[src/sv/bos_pkg.sv]
// ----------------------------------------------------------------------------
// bos_pkg
// Shared types and constants of the bounded operand stack: request and
// status codes, sequencer states and the default store depth.
// ----------------------------------------------------------------------------
package bos_pkg;

	localparam int unsigned WORD_W        = 32;
	localparam int unsigned DEPTH_DEFAULT = 8;
	localparam int unsigned REQ_W         = 3;
	localparam int unsigned INDEX_W       = 3;
	localparam int unsigned STATUS_W      = 2;
	localparam int unsigned COUNT_W       = 4;

	typedef logic signed [WORD_W-1:0] word_t;

	typedef enum logic [REQ_W-1:0] {
		OP_PUSH  = 3'd0,
		OP_POP   = 3'd1,
		OP_SWAP  = 3'd2,
		OP_DUP   = 3'd3,
		OP_CLEAR = 3'd4,
		OP_PEEK  = 3'd5,
		OP_POP2  = 3'd6
	} op_t;

	typedef enum logic [STATUS_W-1:0] {
		ST_OK        = 2'd0,
		ST_OVERFLOW  = 2'd1,
		ST_UNDERFLOW = 2'd2,
		ST_EMPTY     = 2'd3
	} status_t;

	typedef enum logic [1:0] {
		S_IDLE   = 2'd0,
		S_EXEC   = 2'd1,
		S_SECOND = 2'd2,
		S_SWAPW  = 2'd3
	} state_t;

endpackage

[src/sv/bos_req_if.sv]
// ----------------------------------------------------------------------------
// bos_req_if
// Request channel of the operand stack: valid/ready plus one request.
// ----------------------------------------------------------------------------
interface bos_req_if;

	logic                          valid;
	logic                          ready;
	logic [bos_pkg::REQ_W-1:0]     req_type;
	bos_pkg::word_t                push_value;
	logic [bos_pkg::INDEX_W-1:0]   peek_index;

	modport source (output valid, output req_type, output push_value, output peek_index,
		input ready);
	modport sink (input valid, input req_type, input push_value, input peek_index,
		output ready);

endinterface

[src/sv/bos_res_if.sv]
// ----------------------------------------------------------------------------
// bos_res_if
// Result channel of the operand stack: valid/ready plus one result.
// ----------------------------------------------------------------------------
interface bos_res_if;

	logic                          valid;
	logic                          ready;
	logic [bos_pkg::STATUS_W-1:0]  status;
	bos_pkg::word_t                first_word;
	bos_pkg::word_t                second_word;
	logic [bos_pkg::COUNT_W-1:0]   entry_count;

	modport source (output valid, output status, output first_word, output second_word,
		output entry_count, input ready);
	modport sink (input valid, input status, input first_word, input second_word,
		input entry_count, output ready);

endinterface

[src/sv/bos_ram.sv]
// ----------------------------------------------------------------------------
// bos_ram
// Generic single-write, single-read RAM with a registered read port.
// ----------------------------------------------------------------------------
module bos_ram #(
	parameter int unsigned WIDTH = bos_pkg::WORD_W,
	parameter int unsigned DEPTH = bos_pkg::DEPTH_DEFAULT
) (
	input  logic                     clk,
	input  logic                     we,
	input  logic [$clog2(DEPTH)-1:0] waddr,
	input  logic [WIDTH-1:0]         wdata,
	input  logic                     re,
	input  logic [$clog2(DEPTH)-1:0] raddr,
	output logic [WIDTH-1:0]         rdata
);

	logic [WIDTH-1:0] mem_q [DEPTH];

	always_ff @(posedge clk) begin
		if (we) begin
			mem_q[waddr] <= wdata;
		end
		if (re) begin
			rdata <= mem_q[raddr];
		end
	end

endmodule

[src/sv/bounded_operand_stack.sv]
// ----------------------------------------------------------------------------
// bounded_operand_stack
// LIFO of signed words for an RPN calculator, held in one RAM.
// ----------------------------------------------------------------------------
// One request at a time is taken and each gives one result. The entries live
// in a single RAM with one write port and one registered read port, so the
// sequencer issues its reads and writes one after another: push, pop,
// duplicate, clear, peek and every failed request load their result in the
// execute state that follows the transaction (the first read is issued with the
// transaction, the update follows), pop two first reads the second entry and
// then loads, and swap reads the second entry, then makes two write-backs. The
// next request is taken the cycle after the result is loaded into the output
// register; a result that has not been taken yet stalls only the final step of
// the following request, the one that loads its result. The RAM is not cleared
// after reset: only data from positions below the entry count is ever used.
module bounded_operand_stack #(
	parameter int unsigned DEPTH = bos_pkg::DEPTH_DEFAULT
) (
	input  logic clk,
	input  logic arst_n,
	bos_req_if.sink   req,
	bos_res_if.source res
);

	localparam int unsigned AW = $clog2(DEPTH);
	localparam int unsigned CW = $clog2(DEPTH + 1);
	localparam int unsigned XW = (CW > bos_pkg::INDEX_W) ? CW : bos_pkg::INDEX_W;

	bos_pkg::state_t  state_q, state_d;
	bos_pkg::op_t     op_q;
	bos_pkg::word_t   val_q;
	bos_pkg::word_t   a_q;
	logic [bos_pkg::INDEX_W-1:0] idx_q;
	logic [CW-1:0]    cnt_q, cnt_d;

	logic             res_valid_q;
	bos_pkg::status_t res_status_q, res_status_d;
	bos_pkg::word_t   res_first_q, res_first_d;
	bos_pkg::word_t   res_second_q, res_second_d;
	logic [bos_pkg::COUNT_W-1:0] res_count_q;

	logic                       mem_we, mem_re;
	logic [AW-1:0]              mem_waddr, mem_raddr;
	logic [bos_pkg::WORD_W-1:0] mem_wdata, mem_rdata;

	logic          accept, out_free, load_res, save_a;
	logic          full, empty, lt2, peek_miss, needs_second;
	logic [AW-1:0] top_addr, below_addr, push_addr;

	assign accept   = req.valid && req.ready;
	assign req.ready = (state_q == bos_pkg::S_IDLE);
	assign out_free = !res_valid_q || res.ready;

	assign full      = (cnt_q == CW'(DEPTH));
	assign empty     = (cnt_q == '0);
	assign lt2       = (cnt_q < CW'(2));
	assign peek_miss = (XW'(idx_q) >= XW'(cnt_q));
	assign needs_second = (op_q inside {bos_pkg::OP_SWAP, bos_pkg::OP_POP2}) && !lt2;

	// count never exceeds DEPTH; these wrap at the ends of the range, where they go unused
	assign top_addr   = AW'(cnt_q - CW'(1));
	assign below_addr = AW'(cnt_q - CW'(2));
	assign push_addr  = AW'(cnt_q);

	bos_ram #(
		.WIDTH (bos_pkg::WORD_W),
		.DEPTH (DEPTH)
	) u_ram (
		.clk   (clk),
		.we    (mem_we),
		.waddr (mem_waddr),
		.wdata (mem_wdata),
		.re    (mem_re),
		.raddr (mem_raddr),
		.rdata (mem_rdata)
	);

	// next state
	always_comb begin
		state_d = state_q;
		case (state_q)
			bos_pkg::S_IDLE: begin
				if (accept) begin
					state_d = bos_pkg::S_EXEC;
				end
			end
			bos_pkg::S_EXEC: begin
				if (needs_second) begin
					state_d = bos_pkg::S_SECOND;
				end else if (out_free) begin
					state_d = bos_pkg::S_IDLE;
				end
			end
			bos_pkg::S_SECOND: begin
				if (op_q == bos_pkg::OP_SWAP) begin
					state_d = bos_pkg::S_SWAPW;
				end else if (out_free) begin
					state_d = bos_pkg::S_IDLE;
				end
			end
			bos_pkg::S_SWAPW: begin
				if (out_free) begin
					state_d = bos_pkg::S_IDLE;
				end
			end
			default: state_d = bos_pkg::S_IDLE;
		endcase
	end

	// RAM accesses, count update and result
	always_comb begin
		mem_re       = 1'b0;
		mem_raddr    = top_addr;
		mem_we       = 1'b0;
		mem_waddr    = push_addr;
		mem_wdata    = val_q;
		cnt_d        = cnt_q;
		load_res     = 1'b0;
		save_a       = 1'b0;
		res_status_d = bos_pkg::ST_OK;
		res_first_d  = '0;
		res_second_d = '0;
		case (state_q)
			bos_pkg::S_IDLE: begin
				mem_re = accept;
				if (bos_pkg::op_t'(req.req_type) == bos_pkg::OP_PEEK) begin
					mem_raddr = AW'(req.peek_index);
				end
			end
			bos_pkg::S_EXEC: begin
				if (needs_second) begin
					mem_re    = 1'b1;
					mem_raddr = below_addr;
					save_a    = 1'b1;
				end else if (out_free) begin
					load_res = 1'b1;
					case (op_q)
						bos_pkg::OP_PUSH: begin
							if (full) begin
								res_status_d = bos_pkg::ST_OVERFLOW;
							end else begin
								mem_we = 1'b1;
								cnt_d  = cnt_q + CW'(1);
							end
						end
						bos_pkg::OP_POP: begin
							if (empty) begin
								res_status_d = bos_pkg::ST_UNDERFLOW;
							end else begin
								res_first_d = mem_rdata;
								cnt_d       = cnt_q - CW'(1);
							end
						end
						bos_pkg::OP_DUP: begin
							// underflow takes priority over overflow
							if (empty) begin
								res_status_d = bos_pkg::ST_UNDERFLOW;
							end else if (full) begin
								res_status_d = bos_pkg::ST_OVERFLOW;
							end else begin
								mem_we    = 1'b1;
								mem_wdata = mem_rdata;
								cnt_d     = cnt_q + CW'(1);
							end
						end
						bos_pkg::OP_CLEAR: cnt_d = '0;
						bos_pkg::OP_PEEK: begin
							if (peek_miss) begin
								res_status_d = bos_pkg::ST_EMPTY;
							end else begin
								res_first_d = mem_rdata;
							end
						end
						// swap and pop two only get here with fewer than two entries
						bos_pkg::OP_SWAP, bos_pkg::OP_POP2: res_status_d = bos_pkg::ST_UNDERFLOW;
						default: ;
					endcase
				end
			end
			bos_pkg::S_SECOND: begin
				if (op_q == bos_pkg::OP_SWAP) begin
					mem_we    = 1'b1;
					mem_waddr = top_addr;
					mem_wdata = mem_rdata;
				end else if (out_free) begin
					load_res     = 1'b1;
					res_first_d  = a_q;
					res_second_d = mem_rdata;
					cnt_d        = cnt_q - CW'(2);
				end
			end
			bos_pkg::S_SWAPW: begin
				if (out_free) begin
					mem_we    = 1'b1;
					mem_waddr = below_addr;
					mem_wdata = a_q;
					load_res  = 1'b1;
				end
			end
			default: ;
		endcase
	end

	always_ff @(posedge clk or negedge arst_n) begin
		if (!arst_n) begin
			state_q     <= bos_pkg::S_IDLE;
			cnt_q       <= '0;
			res_valid_q <= 1'b0;
		end else begin
			state_q <= state_d;
			cnt_q   <= cnt_d;
			if (load_res) begin
				res_valid_q <= 1'b1;
			end else if (res.ready) begin
				res_valid_q <= 1'b0;
			end
		end
	end

	always_ff @(posedge clk) begin
		if (accept) begin
			op_q  <= bos_pkg::op_t'(req.req_type);
			val_q <= req.push_value;
			idx_q <= req.peek_index;
		end
		if (save_a) begin
			a_q <= mem_rdata;
		end
		if (load_res) begin
			res_status_q <= res_status_d;
			res_first_q  <= res_first_d;
			res_second_q <= res_second_d;
			res_count_q  <= bos_pkg::COUNT_W'(cnt_d);
		end
	end

	assign res.valid       = res_valid_q;
	assign res.status      = res_status_q;
	assign res.first_word  = res_first_q;
	assign res.second_word = res_second_q;
	assign res.entry_count = res_count_q;

	a_count_bound: assert property (@(posedge clk) disable iff (!arst_n)
		cnt_q <= CW'(DEPTH))
		else $error("entry count above depth");

	a_load_free: assert property (@(posedge clk) disable iff (!arst_n)
		load_res |-> (!res_valid_q || res.ready))
		else $error("result loaded over a pending result");

	a_no_idle_write: assert property (@(posedge clk) disable iff (!arst_n)
		(state_q == bos_pkg::S_IDLE) |-> !mem_we)
		else $error("RAM written while idle");

	a_count_on_result: assert property (@(posedge clk) disable iff (!arst_n)
		!$stable(cnt_q) |-> $past(load_res))
		else $error("entry count changed without a result");

	a_error_zero: assert property (@(posedge clk) disable iff (!arst_n)
		(res_valid_q && (res_status_q != bos_pkg::ST_OK)) |->
		((res_first_q == '0) && (res_second_q == '0)))
		else $error("error result carries data");

endmodule

[src/flat_wrapper.sv]
// flat-port wrapper written by rule: the top's interface ports become plain ports
module bounded_operand_stack_flat 
#(
	parameter int unsigned DEPTH = bos_pkg::DEPTH_DEFAULT
)
  (clk, arst_n, req_valid, req_req_type, req_push_value, req_peek_index, req_ready, res_valid, res_status, res_first_word, res_second_word, res_entry_count, res_ready);
  bos_req_if req_i ();
  bos_res_if res_i ();
  input  logic clk;
  input  logic arst_n;
  input wire logic [$bits(req_i.valid)-1:0] req_valid;
  input wire logic [$bits(req_i.req_type)-1:0] req_req_type;
  input wire logic [$bits(req_i.push_value)-1:0] req_push_value;
  input wire logic [$bits(req_i.peek_index)-1:0] req_peek_index;
  output wire logic [$bits(req_i.ready)-1:0] req_ready;
  output wire logic [$bits(res_i.valid)-1:0] res_valid;
  output wire logic [$bits(res_i.status)-1:0] res_status;
  output wire logic [$bits(res_i.first_word)-1:0] res_first_word;
  output wire logic [$bits(res_i.second_word)-1:0] res_second_word;
  output wire logic [$bits(res_i.entry_count)-1:0] res_entry_count;
  input wire logic [$bits(res_i.ready)-1:0] res_ready;
  assign req_i.valid = req_valid;
  assign req_i.req_type = req_req_type;
  assign req_i.push_value = req_push_value;
  assign req_i.peek_index = req_peek_index;
  assign req_ready = req_i.ready;
  assign res_valid = res_i.valid;
  assign res_status = res_i.status;
  assign res_first_word = res_i.first_word;
  assign res_second_word = res_i.second_word;
  assign res_entry_count = res_i.entry_count;
  assign res_i.ready = res_ready;
  bounded_operand_stack #(.DEPTH(DEPTH)) u_core (.clk(clk), .arst_n(arst_n), .req(req_i), .res(res_i));
endmodule
[config.mk]
export PLATFORM = sky130hd
export DESIGN_NAME = bounded_operand_stack_flat
export DESIGN_NICKNAME = d
export VERILOG_FILES = /design/src/sv/bos_pkg.sv /design/src/sv/bos_req_if.sv /design/src/sv/bos_res_if.sv /design/src/sv/bos_ram.sv /design/src/sv/bounded_operand_stack.sv /design/src/flat_wrapper.sv
export SDC_FILE = /design/constraint.sdc
export NUM_CORES = 1
export LEC_CHECK = 0
export ABC_AREA = 1
export BUFFER_PORTS_ARGS = -buffer_cell sky130_fd_sc_hd__buf_2
export CORE_MARGIN = 2
export CORE_UTILIZATION = 45
export CTS_CLUSTER_SIZE = 28
export DETAILED_ROUTE_END_ITERATION = 10
export GPL_TIMING_DRIVEN = 0
export MAX_ROUTING_LAYER = met4
export PLACE_DENSITY_LB_ADDON = 0.25
export SLEW_MARGIN = 20
export SYNTH_ARGS = -nofsm -noshare
export SYNTH_HDL_FRONTEND = slang
export SYNTH_SLANG_ARGS = --single-unit
[constraint.sdc]
create_clock -name clk -period 12.6 [get_ports clk]
set_input_delay 1.89 -clock clk [delete_from_list [all_inputs] [get_ports clk]]
set_output_delay 1.89 -clock clk [all_outputs]
set_load 0.01 [all_outputs]
==> results.sh <==
export IMPL_place_congestion=0.896
export IMPL_grtUsageMet3=0.0337
export IMPL_cp_common_cell="nand2_1"
export IMPL_post_synth_top_area_fraction=0.672
export IMPL_grt_max_degree=34
export IMPL_critPathTopFamily="simple AND/OR/NAND/NOR gates"
export IMPL_area_growth_pct=15.4
export IMPL_p_per_area_nw_per_um2=282
export IMPL_fin_setup_tns_ns=0
export IMPL_insertion_delay_ns=0.57
export IMPL_setup_viol=0
export IMPL_final_cells=2485
export IMPL_ios=114
export IMPL_routed_via_density=5.25
export IMPL_cp_max_fo=18
export IMPL_core_um2=41900
export IMPL_p_sw_w=0.00264
export IMPL_end_kind="register"
export IMPL_fp_row_count=75
export IMPL_start_kind="primary input"
export IMPL_ys_warn_count=0
export IMPL_die_area_um2=44200
export IMPL_ant_nets=0
export IMPL_synth_fp_nets=1798
export IMPL_first_pass_iters=7
export IMPL_cts_root_buf="clkbuf_16"
export IMPL_worst_slew_pin_slew_ns=1.04
export IMPL_initial_utilization=0.456
export IMPL_p_leak_nw=8.94
export IMPL_initialDrtViolationCount=1364
export IMPL_skew_ns=0.0154
export IMPL_switching_share=0.424
export IMPL_intPower_w=0.00359
export IMPL_cts_made_buffers=44
export IMPL_rsz0062_at_grt="no"
export IMPL_power_share_clock=0.201
export IMPL_period_minus_slack_ns=4.34
export IMPL_die_w_um=210
export IMPL_maxSlewHeadroom=0.299
export IMPL_timing_hold_violations_final=0
export IMPL_slew_viol_final=0
export IMPL_comb_power_share=0.437
export IMPL_wl_mm=49.1
export IMPL_groute_usage_overall=0.229
export IMPL_crit_slowest_cell="nor2_4"
export IMPL_overflow=0
export IMPL_place_inst=2407
export IMPL_clkSinkCount=435
export IMPL_met1_usage=0.313
export IMPL_critPathArrivalTime_ns=4.61
export IMPL_async_flop_share=0.0161
export IMPL_post_drt_wl_per_cell_um=19.7
export IMPL_ctsLongestPathBuffers=3
export IMPL_portBuffers=113
export IMPL_ir_worst_vdd_mv=0.127
export IMPL_yosysMostFrequentCell="nand2_1"
export IMPL_seqPwrFrac=0.362
export IMPL_vias=13100
export IMPL_clk_pin_slew_ns=0.06
export IMPL_synth_flop_cell="edfxtp_1"
export IMPL_crit_buf_inv=4
export IMPL_cts_tree="done"
export IMPL_drcViolationCount=0
export IMPL_post_cts_resized=0
export IMPL_worstSetupPathType="in2reg"
export IMPL_netlist_top_cells_area="edfxtp_1 (67%), nand2_1 (8.8%), nand3_1 (5.5%)"
export IMPL_h_tree_depth=2
export IMPL_grt_pass1_vias=12600
export IMPL_max_cap_violations=0
export IMPL_cts_setup_buffers=0
export IMPL_ctsHoldBuffers=0
export IMPL_antenna_cells=0
export IMPL_crit_chain="buf_2 -> inv_1 -> nand2_1 -> inv_1 -> nor2_2 -> nand2_1 -> a31oi_1 -> nand2_1 -> nor2_4 -> buf_16"
export IMPL_slowest_delay_ns=0.58
export IMPL_syn_inst=1744
export IMPL_grt_first_pass_wirelength_mm=74.6
export IMPL_required_ns=12.87
export IMPL_synth_largest_area_cell="edfxtp_1"
export IMPL_use_met2=0.358
export IMPL_hp_class="reg2reg"
export IMPL_syn_cell_area_um2=19100
export IMPL_synth_seq_area_share=0.681
export IMPL_antenna_found_initial=0
export IMPL_outcome="complete, no violations"
export IMPL_fin_crit_sh=0.344
export IMPL_die_h_um=210
export IMPL_max_freq_mhz=230
export IMPL_synth_edf_count=428
export IMPL_busiest_layer="met2"
export IMPL_synth_common_cells="nand2_1 (450), edfxtp_1 (428), inv_1 (233), nand3_1 (209), nand3b_1 (96)"
export IMPL_syn_avg_cell_area_um2=11.0
export IMPL_ys_seq_elements=435
export IMPL_ys_types=34
export IMPL_nNetsFinal=1968
export IMPL_hpwlAfterDp_mm=35.2
export IMPL_drive_gt1_frac=0.138
worst register-to-register path, stage by stage (launching register included):
cell and delay [ns]:
dfrtp_1 0.58, inv_1 0.22, ha_1 0.30, nand2_1 0.15, nand3_1 0.14, a21oi_1 0.27, nand2_1 0.10, a31oi_1 0.28
nand2_1 0.32, nor2_4 0.58, buf_16 0.24
registers in the layout, indices dropped and copies added (netlist names), 3 cells and up:
signal,count
u_core.res.second_word,32
u_core.res.entry_count,4
u_core.u_ram.mem_q,256
u_core.op_q,3
u_core.res.first_word,32
u_core.val_q,32
u_core.idx_q,3
u_core.u_ram.rdata,32
u_core.a_q,32
u_core.cnt_q,4
metal layers:
metal | vias up | share of wire
li1 | 6240 | -
met5 | - | 0
met3 | 89 | 0.072
met2 | 527 | 0.46
met4 | 0 | 0.026
met1 | 6195 | 0.44
worst paths after layout:
path | start | endpoint | slack, ns | cells past startpoint
max | res_ready | u_core.u_ram.mem_q[0][14] | 8.26 | 10
min | u_core.u_ram.rdata[7] | u_core.a_q[7] | 0.53 | 0
max reg2reg | u_core.cnt_q[0] | u_core.u_ram.mem_q[0][14] | 9.12 | 10
min reg2reg | u_core.u_ram.rdata[7] | u_core.a_q[7] | 0.53 | 0
max in group asynchronous | arst_n | u_core.res.valid | 11.25 | 1
min in group asynchronous | arst_n | u_core.cnt_q[3] | 1.17 | 1
power by group through the flow:
stage,sequential [W],combinational [W],clock [W]
2_1_floorplan,0.00229,0.00163,0
3_3_place_gp,0.00229,0.00258,0
5_1_grt,0.00227,0.00298,0.00132
6_report,0.00225,0.00272,0.00125
4_1_cts,0.00225,0.00269,0.00128
3_5_place_dp,0.00228,0.00268,0
final cells by class:
type | instances | area, um^2
repair buffers | 124 | 831
well taps | 539 | 674
clock buffers | 57 | 1210
fillers | 3555 | 19900
plain buffers | 92 | 474
inverters | 236 | 886
flip-flops and latches | 435 | 13000
multi-input cells | 981 | 4820
clock inverters | 21 | 154
cells in the final DEF (no fill, tap or decap), drive strengths merged:
master     n
bufinv     2
clkbuf    82
a211oi     2
xor2       4
o21ai     43
o22ai      2
o21bai     1
o31ai      1
a21oi     55
clkinv    18
a31oi      3
nor2      62
nand3b    96
buf      191
dfrtp      7
edfxtp   428
nand2    454
nor3       5
nand3    209
o211ai     4
ha        12
nand4      9
o2111ai    1
a22oi     18
inv      237
per-stage QoR:
| stage | setup WS [ns] | utilization | power [W] | cell area [um^2] | hold WS, ns |
|---|---|---|---|---|---|
| 2_1_floorplan | 6.45 | - | 0.00392 | 19100 | 0.451 |
| 3_3_place_gp | 4.68 | 0.486 | 0.00488 | 20400 | 0.496 |
| 3_5_place_dp | 7.72 | 0.494 | 0.00496 | 20700 | 0.505 |
| 4_1_cts | 8.31 | 0.526 | 0.00622 | 22100 | 0.519 |
| 5_1_grt | 8.15 | 0.526 | 0.00658 | 22100 | 0.536 |
| 6_report | 8.26 | 0.526 | 0.00622 | 22100 | 0.525 |
logic make-up after synthesis:
kind of cell	after synthesis	share of synthesized area
compound gates	130	0.0387
xor+xnor	4	0.00183
fa+ha+maj	12	0.00785
buf+inv	328	0.0711
flops	435	0.681
simple gates	835	0.200
(Power assumes the default switching activity.)
